--- src/hdl/ulim_pkg.sv ---
// Shared types and constants for the UDP loss and interarrival monitor.
package ulim_pkg;

    localparam int SEQ_W = 32;
    localparam int LEN_W = 16;
    localparam int ARR_W = 48;
    localparam int CNT_W = 32;
    localparam int GAP_W = 31;    // positive gap magnitude
    localparam int DEN_W = 41;    // gap * 1000
    localparam int EXT_W = 64;    // dividend, zero-extended
    localparam int QUO_W = 32;

    localparam logic [LEN_W-1:0] HDR_BYTES = 16'd28;
    localparam logic [9:0]       NS_PER_US = 10'd1000;

    typedef struct packed {
        logic             mode;
        logic [SEQ_W-1:0] sequence_number;
        logic [LEN_W-1:0] payload_length;
        logic [ARR_W-1:0] arrival_time_ns;
    } t_in;

    typedef struct packed {
        logic [CNT_W-1:0]        report_number;
        logic [CNT_W-1:0]        received_bytes;
        logic [CNT_W-1:0]        min_interval_us;
        logic [CNT_W-1:0]        max_interval_us;
        logic signed [CNT_W-1:0] lost_packets;
    } t_out;

    typedef enum logic {
        CMD_PKT,
        CMD_TICK
    } t_cmd_kind;

    typedef struct packed {
        t_cmd_kind        kind;
        logic             loss_en;    // previous sequence was nonzero
        logic             sample_en;  // a previous arrival exists
        logic             gap_pos;    // signed gap > 0
        logic [SEQ_W-1:0] gap;
        logic [LEN_W-1:0] len;
    } t_cmd;

    typedef enum logic [2:0] {
        DV_IDLE,
        DV_MUL,
        DV_CHK,
        DV_RUN,
        DV_DONE
    } t_div_state;

    typedef enum logic {
        BK_IDLE,
        BK_WAIT
    } t_bk_state;

endpackage

--- src/hdl/ulim_front.sv ---
// Front end: takes input beats, tracks previous packet, classifies into commands.
module ulim_front #(
    parameter int TIME_WIDTH = 48
) (
    input  logic                  i_clk,
    input  logic                  i_rst_n,
    input  logic                  i_push,
    input  ulim_pkg::t_in         i_item,
    input  logic                  i_full,
    output logic                  o_push,
    output ulim_pkg::t_cmd        o_cmd,
    output logic [TIME_WIDTH-1:0] o_elapsed
);
    import ulim_pkg::*;

    logic [SEQ_W-1:0]      r_prev_seq, n_prev_seq;
    logic [TIME_WIDTH-1:0] r_prev_arr, n_prev_arr;
    logic                  r_have_prev, n_have_prev;
    logic                  accept;
    logic                  is_pkt;
    logic [TIME_WIDTH-1:0] t_now;
    logic [SEQ_W-1:0]      gap;

    assign accept = i_push & ~i_full;
    assign is_pkt = (i_item.mode == 1'b0) && (i_item.payload_length != '0);
    assign t_now  = TIME_WIDTH'(i_item.arrival_time_ns);
    assign gap    = i_item.sequence_number - r_prev_seq;

    always_comb begin
        n_prev_seq  = r_prev_seq;
        n_prev_arr  = r_prev_arr;
        n_have_prev = r_have_prev;
        o_push      = 1'b0;
        o_cmd.kind      = i_item.mode ? CMD_TICK : CMD_PKT;
        o_cmd.loss_en   = (r_prev_seq != '0);
        o_cmd.sample_en = r_have_prev;
        o_cmd.gap_pos   = ~gap[SEQ_W-1] && (gap != '0);
        o_cmd.gap       = gap;
        o_cmd.len       = i_item.payload_length;
        o_elapsed       = t_now - r_prev_arr;
        if (accept) begin
            if (i_item.mode) begin
                o_push = 1'b1;
            end else if (is_pkt) begin
                o_push      = 1'b1;
                n_prev_seq  = i_item.sequence_number;
                n_prev_arr  = t_now;
                n_have_prev = 1'b1;
            end
        end
    end

    always_ff @(posedge i_clk) begin
        if (!i_rst_n) begin
            r_prev_seq  <= '0;
            r_prev_arr  <= '0;
            r_have_prev <= 1'b0;
        end else begin
            r_prev_seq  <= n_prev_seq;
            r_prev_arr  <= n_prev_arr;
            r_have_prev <= n_have_prev;
        end
    end

endmodule

--- src/hdl/ulim_cmdq.sv ---
// Short command queue between front and back ends.
module ulim_cmdq #(
    parameter int WIDTH = 100,
    parameter int DEPTH = 2
) (
    input  logic             i_clk,
    input  logic             i_rst_n,
    input  logic             i_push,
    input  logic [WIDTH-1:0] i_wdata,
    output logic             o_full,
    input  logic             i_pop,
    output logic [WIDTH-1:0] o_rdata,
    output logic             o_empty
);
    localparam int PTR_W = (DEPTH > 1) ? $clog2(DEPTH) : 1;
    localparam int CNT_W = $clog2(DEPTH + 1);
    localparam logic [PTR_W-1:0] LAST = PTR_W'(DEPTH - 1);
    localparam logic [CNT_W-1:0] FULL_CNT = CNT_W'(DEPTH);

    logic [WIDTH-1:0] r_mem [DEPTH];
    logic [PTR_W-1:0] r_wr_ptr, n_wr_ptr;
    logic [PTR_W-1:0] r_rd_ptr, n_rd_ptr;
    logic [CNT_W-1:0] r_count, n_count;
    logic             do_push, do_pop;

    assign o_full  = (r_count == FULL_CNT);
    assign o_empty = (r_count == '0);
    assign o_rdata = r_mem[r_rd_ptr];
    assign do_push = i_push & ~o_full;
    assign do_pop  = i_pop & ~o_empty;

    always_comb begin
        n_wr_ptr = r_wr_ptr;
        n_rd_ptr = r_rd_ptr;
        n_count  = r_count;
        if (do_push) begin
            n_wr_ptr = (r_wr_ptr == LAST) ? '0 : r_wr_ptr + 1'b1;
        end
        if (do_pop) begin
            n_rd_ptr = (r_rd_ptr == LAST) ? '0 : r_rd_ptr + 1'b1;
        end
        if (do_push && !do_pop) begin
            n_count = r_count + 1'b1;
        end else if (do_pop && !do_push) begin
            n_count = r_count - 1'b1;
        end
    end

    always_ff @(posedge i_clk) begin
        if (do_push) begin
            r_mem[r_wr_ptr] <= i_wdata;
        end
    end

    always_ff @(posedge i_clk) begin
        if (!i_rst_n) begin
            r_wr_ptr <= '0;
            r_rd_ptr <= '0;
            r_count  <= '0;
        end else begin
            r_wr_ptr <= n_wr_ptr;
            r_rd_ptr <= n_rd_ptr;
            r_count  <= n_count;
        end
    end

    a_count_bound: assert property (@(posedge i_clk) disable iff (!i_rst_n)
        r_count <= FULL_CNT)
        else $error("command queue count overflow");

    a_no_push_full: assert property (@(posedge i_clk) disable iff (!i_rst_n)
        o_full |-> !i_push)
        else $error("command pushed into full queue");

endmodule

--- src/hdl/ulim_div.sv ---
// Iterative divider: elapsed ns / (gap * 1000), saturating to 32 bits.
module ulim_div #(
    parameter int TIME_WIDTH = 48
) (
    input  logic                         i_clk,
    input  logic                         i_rst_n,
    input  logic                         i_start,
    input  logic [TIME_WIDTH-1:0]        i_dividend,
    input  logic [ulim_pkg::GAP_W-1:0]   i_gap,
    output logic                         o_done,
    output logic [ulim_pkg::QUO_W-1:0]   o_quotient
);
    import ulim_pkg::*;

    localparam int STEP_W = $clog2(QUO_W);
    localparam logic [STEP_W-1:0] LAST_STEP = STEP_W'(QUO_W - 1);

    t_div_state        r_state, n_state;
    logic [GAP_W-1:0]  r_gap, n_gap;
    logic [EXT_W-1:0]  r_ext, n_ext;
    logic [DEN_W-1:0]  r_den, n_den;
    logic [DEN_W-1:0]  r_rem, n_rem;
    logic [QUO_W-1:0]  r_quo, n_quo;
    logic [STEP_W-1:0] r_step, n_step;
    logic [DEN_W:0]    trial;
    logic              fits;

    // floor(floor(e / 1000) / g) == floor(e / (1000 * g))
    assign trial = {r_rem, r_quo[QUO_W-1]};
    assign fits  = (trial >= {1'b0, r_den});

    always_comb begin
        n_state = r_state;
        n_gap   = r_gap;
        n_ext   = r_ext;
        n_den   = r_den;
        n_rem   = r_rem;
        n_quo   = r_quo;
        n_step  = r_step;
        o_done  = 1'b0;
        unique case (r_state)
            DV_IDLE: begin
                if (i_start) begin
                    n_gap   = i_gap;
                    n_ext   = EXT_W'(i_dividend);
                    n_state = DV_MUL;
                end
            end
            DV_MUL: begin
                n_den   = DEN_W'(r_gap) * DEN_W'(NS_PER_US);
                n_state = DV_CHK;
            end
            DV_CHK: begin
                // quotient overflows 32 bits iff high word >= divisor
                if (DEN_W'(r_ext[EXT_W-1:QUO_W]) >= r_den) begin
                    n_quo   = '1;
                    n_state = DV_DONE;
                end else begin
                    n_rem   = DEN_W'(r_ext[EXT_W-1:QUO_W]);
                    n_quo   = r_ext[QUO_W-1:0];
                    n_step  = '0;
                    n_state = DV_RUN;
                end
            end
            DV_RUN: begin
                if (fits) begin
                    n_rem = DEN_W'(trial - {1'b0, r_den});
                end else begin
                    n_rem = trial[DEN_W-1:0];
                end
                n_quo  = {r_quo[QUO_W-2:0], fits};
                n_step = r_step + 1'b1;
                if (r_step == LAST_STEP) begin
                    n_state = DV_DONE;
                end
            end
            DV_DONE: begin
                o_done  = 1'b1;
                n_state = DV_IDLE;
            end
            default: n_state = DV_IDLE;
        endcase
    end

    assign o_quotient = r_quo;

    always_ff @(posedge i_clk) begin
        if (!i_rst_n) begin
            r_state <= DV_IDLE;
        end else begin
            r_state <= n_state;
        end
    end

    always_ff @(posedge i_clk) begin
        r_gap  <= n_gap;
        r_ext  <= n_ext;
        r_den  <= n_den;
        r_rem  <= n_rem;
        r_quo  <= n_quo;
        r_step <= n_step;
    end

    a_start_idle: assert property (@(posedge i_clk) disable iff (!i_rst_n)
        i_start |-> r_state == DV_IDLE)
        else $error("divider started while busy");

    a_rem_bound: assert property (@(posedge i_clk) disable iff (!i_rst_n)
        r_state == DV_RUN |-> r_rem < r_den)
        else $error("divider remainder out of range");

endmodule

--- src/hdl/ulim_back.sv ---
// Back end: executes commands, keeps interval statistics, builds reports.
module ulim_back #(
    parameter int TIME_WIDTH = 48
) (
    input  logic                         i_clk,
    input  logic                         i_rst_n,
    input  logic                         i_q_empty,
    input  ulim_pkg::t_cmd               i_cmd,
    input  logic [TIME_WIDTH-1:0]        i_elapsed,
    output logic                         o_q_pop,
    output logic                         o_div_start,
    output logic [TIME_WIDTH-1:0]        o_div_dividend,
    output logic [ulim_pkg::GAP_W-1:0]   o_div_gap,
    input  logic                         i_div_done,
    input  logic [ulim_pkg::QUO_W-1:0]   i_div_quo,
    output logic                         o_valid,
    output ulim_pkg::t_out               o_result,
    input  logic                         i_pop
);
    import ulim_pkg::*;

    localparam logic [CNT_W-1:0] S_MAX = {1'b0, {(CNT_W-1){1'b1}}};
    localparam logic [CNT_W-1:0] S_MIN = {1'b1, {(CNT_W-1){1'b0}}};

    t_bk_state         r_state, n_state;
    logic [CNT_W-1:0]  r_bytes, n_bytes;
    logic [CNT_W-1:0]  r_min, n_min;
    logic [CNT_W-1:0]  r_max, n_max;
    logic [CNT_W-1:0]  r_loss, n_loss;
    logic [CNT_W-1:0]  r_rpt, n_rpt;
    logic              r_out_valid, n_out_valid;
    t_out              r_out, n_out;
    logic [CNT_W:0]    byte_sum;
    logic [CNT_W+1:0]  loss_sum;
    logic              sample_upd;
    logic [QUO_W-1:0]  sample;

    assign byte_sum = {1'b0, r_bytes} + (CNT_W+1)'(i_cmd.len) + (CNT_W+1)'(HDR_BYTES);
    assign loss_sum = {{2{r_loss[CNT_W-1]}}, r_loss}
                    + {{2{i_cmd.gap[SEQ_W-1]}}, i_cmd.gap} - (CNT_W+2)'(1);
    assign o_div_dividend = i_elapsed;
    assign o_div_gap      = i_cmd.gap[GAP_W-1:0];

    always_comb begin
        n_state     = r_state;
        n_bytes     = r_bytes;
        n_min       = r_min;
        n_max       = r_max;
        n_loss      = r_loss;
        n_rpt       = r_rpt;
        n_out_valid = r_out_valid;
        n_out       = r_out;
        o_q_pop     = 1'b0;
        o_div_start = 1'b0;
        sample_upd  = 1'b0;
        sample      = '0;

        if (i_pop && r_out_valid) begin
            n_out_valid = 1'b0;
        end

        unique case (r_state)
            BK_IDLE: begin
                if (!i_q_empty) begin
                    if (i_cmd.kind == CMD_TICK) begin
                        if (!n_out_valid) begin
                            o_q_pop     = 1'b1;
                            n_rpt       = r_rpt + 1'b1;
                            n_out.report_number   = r_rpt + 1'b1;
                            n_out.received_bytes  = r_bytes;
                            n_out.min_interval_us = r_min;
                            n_out.max_interval_us = r_max;
                            n_out.lost_packets    = r_loss;
                            n_out_valid = 1'b1;
                            n_bytes     = '0;
                            n_min       = '0;
                            n_max       = '0;
                            n_loss      = '0;
                        end
                    end else begin
                        o_q_pop = 1'b1;
                        n_bytes = byte_sum[CNT_W] ? '1 : byte_sum[CNT_W-1:0];
                        if (i_cmd.loss_en) begin
                            if (loss_sum[CNT_W+1:CNT_W-1] == 3'b000 ||
                                loss_sum[CNT_W+1:CNT_W-1] == 3'b111) begin
                                n_loss = loss_sum[CNT_W-1:0];
                            end else if (loss_sum[CNT_W+1]) begin
                                n_loss = S_MIN;
                            end else begin
                                n_loss = S_MAX;
                            end
                        end
                        if (i_cmd.sample_en) begin
                            if (i_cmd.gap_pos) begin
                                o_div_start = 1'b1;
                                n_state     = BK_WAIT;
                            end else begin
                                sample_upd = 1'b1;
                            end
                        end
                    end
                end
            end
            BK_WAIT: begin
                if (i_div_done) begin
                    sample_upd = 1'b1;
                    sample     = i_div_quo;
                    n_state    = BK_IDLE;
                end
            end
            default: n_state = BK_IDLE;
        endcase

        // a zero maximum means no nonzero sample yet this interval
        if (sample_upd) begin
            if (r_max == '0) begin
                n_max = sample;
                n_min = sample;
            end else begin
                if (sample > r_max) begin
                    n_max = sample;
                end
                if (sample < r_min) begin
                    n_min = sample;
                end
            end
        end
    end

    assign o_valid  = r_out_valid;
    assign o_result = r_out;

    always_ff @(posedge i_clk) begin
        if (!i_rst_n) begin
            r_state     <= BK_IDLE;
            r_bytes     <= '0;
            r_min       <= '0;
            r_max       <= '0;
            r_loss      <= '0;
            r_rpt       <= '0;
            r_out_valid <= 1'b0;
        end else begin
            r_state     <= n_state;
            r_bytes     <= n_bytes;
            r_min       <= n_min;
            r_max       <= n_max;
            r_loss      <= n_loss;
            r_rpt       <= n_rpt;
            r_out_valid <= n_out_valid;
        end
    end

    always_ff @(posedge i_clk) begin
        r_out <= n_out;
    end

    a_tick_reports: assert property (@(posedge i_clk) disable iff (!i_rst_n)
        (o_q_pop && i_cmd.kind == CMD_TICK) |=> r_out_valid)
        else $error("tick popped without a report");

    a_wait_no_pop: assert property (@(posedge i_clk) disable iff (!i_rst_n)
        r_state == BK_WAIT |-> !o_q_pop && !o_div_start)
        else $error("command taken while divide pending");

    a_minmax_order: assert property (@(posedge i_clk) disable iff (!i_rst_n)
        r_max != '0 |-> r_min <= r_max)
        else $error("interval min above max");

endmodule

--- src/hdl/udp_loss_and_interarrival_monitor.sv ---
// Top level: UDP loss and interarrival monitor (front, command queue, divider, back).
// A tick beat is queued, then the back end registers its report once any pending one is popped.
// A packet with an interval sample holds the back end while it divides (divisor multiply,
// overflow check, 32 one-bit divide steps unless saturated, update); other beats need no divide.
// A two-entry command queue lets the input take beats while a divide runs.
// Reset (synchronous, active low) clears all counters, statistics and the queue.
module udp_loss_and_interarrival_monitor #(
    parameter int TIME_WIDTH = 48
) (
    input  logic            i_clk,
    input  logic            i_rst_n,
    input  logic            push,
    output logic            full,
    input  ulim_pkg::t_in   i_item,
    output logic            empty,
    input  logic            pop,
    output ulim_pkg::t_out  o_result
);
    import ulim_pkg::*;

    localparam int Q_W = $bits(t_cmd) + TIME_WIDTH;

    logic                  f_push;
    t_cmd                  f_cmd;
    logic [TIME_WIDTH-1:0] f_elapsed;
    logic [Q_W-1:0]        q_rdata;
    logic                  q_empty;
    logic                  q_pop;
    t_cmd                  q_cmd;
    logic [TIME_WIDTH-1:0] q_elapsed;
    logic                  div_start;
    logic [TIME_WIDTH-1:0] div_dividend;
    logic [GAP_W-1:0]      div_gap;
    logic                  div_done;
    logic [QUO_W-1:0]      div_quo;
    logic                  out_valid;

    ulim_front #(.TIME_WIDTH(TIME_WIDTH)) u_front (
        .i_clk     (i_clk),
        .i_rst_n   (i_rst_n),
        .i_push    (push),
        .i_item    (i_item),
        .i_full    (full),
        .o_push    (f_push),
        .o_cmd     (f_cmd),
        .o_elapsed (f_elapsed)
    );

    ulim_cmdq #(.WIDTH(Q_W), .DEPTH(2)) u_cmdq (
        .i_clk   (i_clk),
        .i_rst_n (i_rst_n),
        .i_push  (f_push),
        .i_wdata ({f_cmd, f_elapsed}),
        .o_full  (full),
        .i_pop   (q_pop),
        .o_rdata (q_rdata),
        .o_empty (q_empty)
    );

    assign q_cmd     = q_rdata[Q_W-1:TIME_WIDTH];
    assign q_elapsed = q_rdata[TIME_WIDTH-1:0];

    ulim_div #(.TIME_WIDTH(TIME_WIDTH)) u_div (
        .i_clk      (i_clk),
        .i_rst_n    (i_rst_n),
        .i_start    (div_start),
        .i_dividend (div_dividend),
        .i_gap      (div_gap),
        .o_done     (div_done),
        .o_quotient (div_quo)
    );

    ulim_back #(.TIME_WIDTH(TIME_WIDTH)) u_back (
        .i_clk          (i_clk),
        .i_rst_n        (i_rst_n),
        .i_q_empty      (q_empty),
        .i_cmd          (q_cmd),
        .i_elapsed      (q_elapsed),
        .o_q_pop        (q_pop),
        .o_div_start    (div_start),
        .o_div_dividend (div_dividend),
        .o_div_gap      (div_gap),
        .i_div_done     (div_done),
        .i_div_quo      (div_quo),
        .o_valid        (out_valid),
        .o_result       (o_result),
        .i_pop          (pop)
    );

    assign empty = ~out_valid;

endmodule

--- config.mk ---
export PLATFORM = sky130hd
export DESIGN_NAME = udp_loss_and_interarrival_monitor
export DESIGN_NICKNAME = d
export VERILOG_FILES = /design/src/hdl/ulim_pkg.sv /design/src/hdl/ulim_front.sv /design/src/hdl/ulim_cmdq.sv /design/src/hdl/ulim_div.sv /design/src/hdl/ulim_back.sv /design/src/hdl/udp_loss_and_interarrival_monitor.sv
export SDC_FILE = /design/constraint.sdc
export NUM_CORES = 2
export LEC_CHECK = 0
export BUFFER_PORTS_ARGS = -buffer_cell sky130_fd_sc_hd__buf_2
export CAP_MARGIN = 25
export CORE_MARGIN = 2
export CORE_UTILIZATION = 55
export CTS_CLUSTER_DIAMETER = 100
export DETAILED_ROUTE_END_ITERATION = 10
export PLACE_DENSITY = 0.73
export RECOVER_POWER = 50
export SLEW_MARGIN = 20
export SYNTH_ARGS = -nofsm -noshare
export SYNTH_HDL_FRONTEND = slang
export SYNTH_SLANG_ARGS = --single-unit
export TNS_END_PERCENT = 20
--- constraint.sdc ---
create_clock -name i_clk -period 25.8 [get_ports i_clk]
set_clock_uncertainty 0.1 [all_clocks]
set_input_delay 2.58 -clock i_clk [delete_from_list [all_inputs] [get_ports i_clk]]
set_output_delay 2.58 -clock i_clk [all_outputs]
set_load 0.005 [all_outputs]
==> summary.md <==
| Metric | Value |
|---|---|
| Syn Inst Count | 4243 |
| Die area | 84910 sq um |
| CTS buffer count | 85 |
| Clk Latency, worst-skew pair | 0.66 ns |
| Worst hold path class | reg2reg |
| Drt drc | 0 |
| Fmax | 0.1022 GHz |
| Min Tclk post-route | 9.785 ns |
| Critical path data arrival time | 10.26 ns |
| DRT iter0 DRCs | 1967 |
| Synth Flop Type | edfxtp_1 |
| Max Slew Vio Count | 651 |
| Post-route antenna net violation count | 0 |
| Synth cell count leaders | edfxtp_1 (555), inv_1 (448), nand2_1 (392) |
| Max IR drop VDD | 0.00007167 V |
| Min-delay src | u_back.r_min[28] |
| Post-CTS Hold Buffers | 0 |
| Syn Std Cell Area | 45430 sq um |
| Unique cell type count in the Yosys netlist | 101 |
| Register Area | 21690 sq um |
| Share of cells above drive strength 1 | 9.200% |
| Place WS | 19.09 ns |
| Initial core utilization | 55.41% |
| Number of synthesized flops with an enable pin | 555 |
| Post-Syn Area per Cell | 10.71 sq um |
| Via count | 31.52k |
| WS Path Type | reg2reg |
| GR Util All Layers | 24.05% |
| Layout Cells excl Fill | 5647 |
| 1st-pass router iterations | 5 |
| GRT Residual Overflow | 0 |
| Area Overhead vs Synth | 11.36% |
| Placed insts | 5474 |
| CP required | 26.28 ns |
| CTS Sinks | 806 |
| DR WL/cell | 18.27 microns |
| IO Port Bufs | 262 |
| Final core utilization | 61.71% |
| CTS Root Cell | clkbuf_16 |
| CP Max Fanout | 57 |
| Yosys top cell by area | edfxtp_1 |
| Vias in the first global route | 30.64k |
| Max clock buf depth | 3 |
| Relative slew slack | -137.5% |
| Area contributors post-synth | edfxtp_1 (37%), dfxtp_1 (11%), ha_1 (9.5%) |
| Pin count of the biggest net entering global routing | 80 |
| WL final | 103.2 mm |
| Cell area after layout | 50590 sq um |
| IO Pins | 263 |
| Final Hold Fails | 0 |
| Global-route wire length before repair | 164.0 mm |
| Yosys reg bits | 806 |
| Die X | 291.4 microns |
| Fill count | 6689 |
| PD cells | 116.7 nW/um^2 |
| Worst setup SP type | flop |
| TritonCTS clock tree | yes |
| Final WS setup | 16.02 ns |
| Critical path endpoint category | flop |
| Failing checks | capacitance limit, slew limit |
| Worst Max-Slew Pin Slew | 3.563 ns |
| Nets@finish | 5058 |
| Leak pwr | 20.55 nW |
| Tcrit/Tclk final | 37.93% |
| Gp weighted congestion | 0.9163 |
| Cell Rows | 105 |
| CTS H-tree depth | 3 |
| Count leader, synth | edfxtp_1 |
| Die H | 291.4 microns |
| Area of the multi-input gates | 21610 sq um |
| Post-CTS Setup Inserts | 0 |
| Max Cap Viol | 13 |
| RSZ-0062 raised after global routing | no |
| Asr flop ratio synth | 0% |
| Initial antenna violation count | 21 |
| Final setup fails | 0 |
| Core area | 81980 sq um |
| Dpl hpwl | 76.86 mm |
| Synth top area share | 36.69% |
| Placed cell area | 47850 sq um |
| Clock transition at path regs | 0.06 ns |
| Status | complete, but fails checks |
| Setup TNS | 0 ns |
| Post-CTS resize count | 0 |
| Vias per inst | 5.582 |
| Seq/Total Area, Yosys | 47.75% |
| Synth warnings | 0 |
| Syn_nets | 4807 |
## cell families (layout without fill, tap and decap cells)
logic type | after synthesis | after routing | share of synthesized area [%]
AND/OR/NAND/NOR | 1071 | 1071 | 11.01
AO/OA/AOI/OAI | 955 | 955 | 13.85
flip-flops | 806 | 806 | 47.75
buffers and inverters | 573 | 895 | 4.826
adder cells (fa/ha/maj) | 463 | 463 | 14.72
XOR/XNOR | 262 | 262 | 5.085
multiplexers | 113 | 113 | 2.757
other | 0 | 12 | 0
## sequential cells by signal, summed over array words and instances, names as in the netlist, 2 cells and up, named ones only
name and flops:
u_div.r_den 38, u_front.r_prev_arr 48, u_div.r_state 3, u_cmdq.r_mem 200, u_back.r_max 32, u_div.r_gap 31, u_div.r_ext 48, u_div.r_rem 41
u_cmdq.r_count 2, u_back.r_min 32, u_div.r_step 5, u_back.o_result 160, u_back.r_loss 32, u_div.o_quotient 32, u_back.r_rpt 32, u_back.r_bytes 32
u_front.r_prev_seq 32
## per-layer routing
metal	part of all wire, %	global-route usage [%]	wire [microns]
met3	4.8	2.932	4985
met2	46	38.35	46950
met1	46	33.75	47410
met5	0.047	0	48
met4	3.7	9.165	3783
## layout make-up
class	count	area share, %
Multi-Input combinational cell	2864	42.72
Timing Repair Buffer	289	2.706
Tap cell	1070	2.646
Sequential cell	806	42.88
Inverter	448	3.329
Antenna cell	12	0.05936
Clock inverter	44	1.019
Clock buffer	114	4.640
## worst max-delay path: stages, from the launching register on
cell and delay [ns]:
dfxtp_1 1.87, clkbuf_1 2.42, mux2i_1 0.52, fa_1 0.64, nor2b_1 0.19, o31a_1 0.25
o211ai_2 0.16, a21oi_2 0.30, a31oi_4 0.19, a31oi_1 0.39, xor2_1 0.23, nor4b_4 0.53
nand2_4 0.10, o41a_1 0.44, a211oi_4 0.23, o211a_1 0.87, a221o_1 0.23
## cell usage in the layout (no fill, tap or decap), drive strengths merged, types with 16 or more instances in the layout
cell type,netlist,final
nand3,60,60
nand2,393,393
and3,38,38
clkbuf,100,220
or3,18,18
a21o,127,127
o2bb2ai,64,64
ha,344,344
xor2,113,113
fa,119,119
nor2,289,289
o21a,45,45
a221o,27,27
nor2b,37,37
buf,25,183
clkinv,0,29
o21ai,162,162
nand4,45,45
a211oi,17,17
nand2b,38,38
nor4,43,43
a21oi,329,329
and2,25,25
xnor2,149,149
o21bai,30,30
dfxtp,251,251
edfxtp,555,555
mux2,97,97
mux2i,16,16
inv,448,452
nor3,45,45
a31oi,33,33
## worst paths after layout
path                                            end  depth (start not counted)  slack, ns
worst max-delay path              u_back.r_loss[12]                         16      16.02
worst min-delay path            u_back.o_result[92]                          0       0.33
worst max register to register    u_back.r_loss[12]                         16      16.02
worst min register to register  u_back.o_result[92]                          0       0.33
## through the flow
| stage | total power, mW | hold slack (ns) |
|---|---|---|
| floorplan | 4.033 | 0.3227 |
| global placement | 4.609 | 0.3343 |
| detailed placement | 4.673 | 0.3328 |
| CTS | 5.933 | 0.3251 |
| global route | 6.344 | 0.3544 |
| finish | 5.902 | 0.3260 |
## report_power, final
group / internal [mW] / switching, mW
clock network: 0.718 / 0.520
logic: 1.13 / 1.59
registers: 1.81 / 0.133
total: 3.66 / 2.24
(Power assumes the default switching activity.)
